--- src/rtl/sslt_pkg.sv ---
// Shared types and constants for the sequence slot lease table.
// Used by sslt_time_cmp and sequence_slot_lease_table_core; no dependencies.
`default_nettype none

package sslt_pkg;

    localparam int SLOTS = 16;
    localparam int IDX_W = $clog2(SLOTS);
    localparam int CNT_W = $clog2(SLOTS + 1);

    localparam logic [31:0] NONE_OWNER = 32'hFFFF_FFFF;
    localparam logic [31:0] TIMEOUT_RESET = 32'd30000;
    localparam logic [4:0] ACTIVE_RESET = 5'd16;

    typedef enum logic [0:0] {
        REG_IDLE_TIMEOUT = 1'b0,
        REG_ACTIVE_SLOTS = 1'b1
    } cfg_reg_t;

    typedef enum logic [3:0] {
        FN_ACQUIRE  = 4'd0,
        FN_RELEASE  = 4'd1,
        FN_RETIRE   = 4'd2,
        FN_REL_LEASE = 4'd3,
        FN_COMPLETE = 4'd4,
        FN_REAP     = 4'd5,
        FN_EVICT    = 4'd6,
        FN_MARK     = 4'd7,
        FN_TOKENS   = 4'd8,
        FN_READ     = 4'd9,
        FN_LIVE     = 4'd10,
        FN_COUNTS   = 4'd11,
        FN_RSVD12   = 4'd12,
        FN_RSVD13   = 4'd13,
        FN_RSVD14   = 4'd14,
        FN_RSVD15   = 4'd15
    } func_t;

    localparam logic [2:0] PH_IDLE    = 3'd0;
    localparam logic [2:0] PH_PREFILL = 3'd1;
    localparam logic [2:0] PH_DECODE  = 3'd2;
    localparam logic [2:0] PH_RETIRE  = 3'd3;
    localparam logic [2:0] PH_DONE    = 3'd4;
    localparam logic [2:0] PH_EVICT   = 3'd5;

    localparam logic [2:0] ST_OK       = 3'd0;
    localparam logic [2:0] ST_BAD_SLOT = 3'd1;
    localparam logic [2:0] ST_NO_FREE  = 3'd2;
    localparam logic [2:0] ST_REJECT   = 3'd3;
    localparam logic [2:0] ST_NONE_EV  = 3'd4;

    typedef struct packed {
        logic [2:0]  phase;
        logic [31:0] owner;
        logic [31:0] gen;
        logic [19:0] tok;
        logic [31:0] access_time;
        logic [31:0] ready_time;
    } slot_entry_t;

    typedef struct packed {
        logic fence_passed;
        logic expired;
    } time_flags_t;

endpackage

`default_nettype wire

--- src/rtl/sslt_time_cmp.sv ---
// Shared time comparison unit: one modulo-2^32 subtract and one compare.
// Depends on sslt_pkg.
`default_nettype none

module sslt_time_cmp (
    input  wire logic [31:0]         now_time,
    input  wire logic [31:0]         stamp,
    input  wire logic [31:0]         limit,
    output sslt_pkg::time_flags_t    flags
);
    import sslt_pkg::*;

    logic [31:0] diff;

    // Elapsed ticks wrap modulo 2^32; the fence has passed when the
    // difference lies in the lower half of the circle.
    always_comb
    begin
        diff = now_time - stamp;
        flags.fence_passed = ~diff[31];
        flags.expired = (diff > limit);
    end

endmodule

`default_nettype wire
--- config.mk ---
export PLATFORM = sky130hd
export DESIGN_NAME = sslt_time_cmp
export DESIGN_NICKNAME = d
export VERILOG_FILES = /design/src/rtl/sslt_pkg.sv /design/src/rtl/sslt_time_cmp.sv
export SDC_FILE = /design/constraint.sdc
export NUM_CORES = 1
export LEC_CHECK = 0
export BUFFER_PORTS_ARGS = -buffer_cell sky130_fd_sc_hd__buf_2
export CAP_MARGIN = 20
export CORE_ASPECT_RATIO = 2
export CORE_UTILIZATION = 40
export DETAILED_ROUTE_END_ITERATION = 10
export GPL_ROUTABILITY_DRIVEN = 0
export GPL_TIMING_DRIVEN = 1
export PLACE_DENSITY = 0.81
export SYNTH_ARGS = -nofsm -noshare
export SYNTH_HDL_FRONTEND = slang
export SYNTH_SLANG_ARGS = --single-unit
--- constraint.sdc ---
create_clock -name vclk -period 3.2
set_input_delay 0.32 -clock vclk [all_inputs]
set_output_delay 0.32 -clock vclk [all_outputs]
set_load 0.03 [all_outputs]
# Yosys cells after proc, flatten, opt, wreduce, memory -nomap -nowiden
# Index checks and enable logic that the tools add are counted.
# totals
reg_bits	0
inputBits	96
out_inout_bits	2
word_cells	3
# classes
n_addsub	1
n_lt_le_gt_ge	1
n_bitwise	1
# ops
operator	count
$gt 32x32->1	1
$sub 32x32->32	1
$not 1->1	1

# Longest topological paths before layout
# logic_depth
depth_word	2
depth_mapped	18
depth_no_buf	18

# Worst setup path after synthesis
# No wires, ideal clock.
# synth_path
path_type	input port to output port
start	in now_time[0]
end	out flags[0] in the netlist's numbering
t_arrival_ps	3380
t_required_ps	2880
setup_slack_ps	-500
stages	16
n_path_buf	0
path_cell_list	inv_1 ha_1 inv_1 fa_1 a21oi_1 nor2_1 o21ai_0 a21oi_1 nor4_1 o31a_1 xnor2_1 ha_1 nand4_1 nor4_1 o21ai_0 a32oi_1
# synth_lines
element	line_no	text
start: declaration	sslt_time_cmp.sv:6	input wire logic [31:0] now_time,
end: declaration	sslt_time_cmp.sv:9	output sslt_pkg::time_flags_t flags

==> metrics.md <==
| Metric | Value |
|---|---|
| Yosys top cell area share | `29.91%` |
| Final WL | `9649 um` |
| Power per cell area | `226.0 nW/um^2` |
| Sequence of cells on the critical path | `buf_2 > inv_2 > ha_4 > nor2b_4 > o31a_4 > o2111ai_4 > a31oi_4 > buf_6 > a41oi_4 > nand2_1 > xor2_1 > ha_1 > nand4_1 > nor4_2 > o21ai_1 > a32oi_2 > buf_6` |
| Layout cells sized above 1 | `42.93%` |
| Final setup violation count | `1` |
| Die area | `around 7000 sq um` |
| Critical path launch point type | `input pin` |
| GRT Overall Usage | `between 20% and 30%` |
| Fin. max-slew vios | `0` |
| Critical path type | `input pin to primary output` |
| Synth cell types | `between 40 and 50` |
| CP Launch Point | `stamp[1]` |
| Hold path depth | `4` |
| Synth top area cells | `ha_1 30%, inv_1 11%, a21oi_1 8.0%` |
| Min Tclk post-route | `3.759 ns` |
| Post-DP HPWL | `7770 um` |
| WL/cell | `14.96 um` |
| Max Fclk | `0.2660 GHz` |
| Number of global-route vias before repair | `3591` |
| CP peak stage delay | `0.38 ns` |
| Hold EP | `flags[1]` |
| Crit-path most repeated cell | `buf_6` |
| GR Overflow Total | `0` |
| Initial antenna violation count | `0` |
| Clock buf count | `0` |
| Width of the die | `59.39 um` |
| Worst slew margin | `69.90%` |
| Synth warnings | `0` |
| Core area | `6310 sq um` |
| Slew of the pin with the lowest slew margin | `0.4468 ns` |
| Crit Path Max Fanout | `3` |
| Maxcap violations | `0` |
| DR vias | `approximately 3600` |
| Register area share after synthesis | `0%` |
| VDD IR max | `125.4 uV` |
| Nets | `721` |
| Setup TNS | `-0.5590 ns` |
| Slowest CP cell | `o31a_4` |
| FP Rows | `41` |
| Worst Path Required | `2.88 ns` |
| First-pass GRT wire length | `14570 um` |
| Layout area overhead | `60.02%` |
| Starting DRT DRC Count | `141` |
| Worst min path class | `input pin to primary output` |
| Antenna Nets Post-Route | `0` |
| Final Hold Vio Count | `0` |
| RSZ-0062 raised after global routing | `true` |
| Hold buffers post-CTS | `0` |
| Post-Synthesis Cells | `382` |
| Post-synthesis net count | `542` |
| PnR worst setup slack | `-0.5590 ns` |
| Mapped Avg Cell Area | `a little under 7 sq um` |
| Seq cells | `0` |
| Via-per-instance ratio | `5.584` |
| Die height | `116.8 um` |
| Mapped Area | `2635 sq um` |
| Synth area leader | `ha_1` |
| Drt first pass iters | `4` |
| Outcome | `complete, but fails checks` |
| Register Area | `0 sq um` |
| Hold_sp | `now_time[31]` |
| Io pins | `between 90 and 100` |
| Period Utilization, post-route | `117.5%` |
| # DRC | `0` |
| Number of non-filler instances in the completed layout | `645` |
| CP Data Arrival Time | `3.44 ns` |
| Final core utilization | `66.83%` |
| Failing checks | `negative setup slack` |
| CP Capture Type | `primary output` |
| PortBufs | `98` |
| Hold_ws | `1.229 ns` |
| Ant diodes | `0` |
| Initial Util | `41.76%` |
| Worst slack at placement | `-0.6581 ns` |
| Leak pwr | `2.321 nW` |
| Dpl cells | `637` |
| Largest net degree at the start of global routing | `9` |
critical path: cells and delay by family:
| family | cells | cell delay, ns |
|---|---|---|
| AO/OA/AOI/OAI | 6 | 1.27 |
| buffers and inverters | 4 | 0.48 |
| XOR/XNOR | 1 | 0.15 |
| AND/OR/NAND/NOR | 4 | 0.71 |
| adder cells (fa/ha/maj) | 2 | 0.50 |
what timing repair did:
item | 4_1_cts | 5_1_grt
pin swaps | 10 | 31
buffers inserted | 4 | 4
resized for setup | 15 | 40
endpoints found under the setup margin | 1 | 1
cells in the mapped netlist, types with 2 or more instances:
| master | count |
|---|---|
| a21boi_0 | 2 |
| a21o_1 | 23 |
| a21oi_1 | 42 |
| a31oi_1 | 6 |
| a32oi_1 | 2 |
| and2_1 | 2 |
| and2_2 | 2 |
| and3_1 | 4 |
| buf_6 | 2 |
| ha_1 | 63 |
| inv_1 | 75 |
| nand2_1 | 20 |
| nand3_1 | 10 |
| nand4_1 | 11 |
| nor2_1 | 17 |
| nor2b_1 | 6 |
| nor3_1 | 3 |
| nor4_1 | 4 |
| o211ai_1 | 4 |
| o21a_1 | 8 |
| o21ai_0 | 19 |
| o21bai_1 | 3 |
| o31a_1 | 2 |
| xnor2_1 | 19 |
| xor2_1 | 9 |
per-stage QoR:
stage,power (mW),cell area [sq um]
CTS,0.8704,4009
global route,1.051,4217
finish,0.9529,4217
global placement,0.8019,3908
floorplan,0.5247,2781
detailed placement,0.8364,3908
where the power goes:
part	switching, mW	total [mW]	internal [mW]	leakage (nW)
clock	0	0	0	0
sequential	0	0	0	0
combinational	0.480	0.953	0.473	2.32
metal layers:
| layer | share of wire, % | GRT usage (%) |
|---|---|---|
| met5 | 0 | 0 |
| met4 | 6.2 | 15.08 |
| met3 | 4.9 | 3.187 |
| met2 | 56 | 53.26 |
| met1 | 33 | 23.52 |
layout by cell type (no fill, tap or decap), drive strengths merged, types with 5 or more instances in the layout:
cell and count:
a21o 24, a21oi 43, a31oi 6, and3 5
buf 181, ha 63, inv 75, nand2 20
nand3 10, nand4 11, nor2 17, nor2b 6
o21a 8, o21ai 19, xnor2 19, xor2 9
worst max path at each step:
| stage | to | slack (ns) |
|---|---|---|
| after floorplan | flags[0] | -0.19 |
| after global placement | flags[0] | -0.59 |
| after detailed placement | flags[0] | -0.66 |
| after CTS | flags[0] | -0.53 |
| after global routing | flags[0] | -0.75 |
| final | flags[0] | -0.56 |
cells by family (layout without fill, tap and decap cells):
| logic type | count (synthesis) | in the layout | synth area share, % |
|---|---|---|---|
| XOR/XNOR | 28 | 28 | 9.307 |
| adder cells (fa/ha/maj) | 64 | 64 | 30.67 |
| AO/OA/AOI/OAI | 127 | 127 | 31.72 |
| AND/OR/NAND/NOR | 84 | 84 | 16.29 |
| buffers and inverters | 79 | 256 | 12.01 |
cell type report:
cell class,instances,area (sq um)
multi-input cells,303,2695
fillers,510,2093
repair buffers,181,1130
inverters,75,284.0
well taps,86,107.6
(Power assumes the default switching activity.)
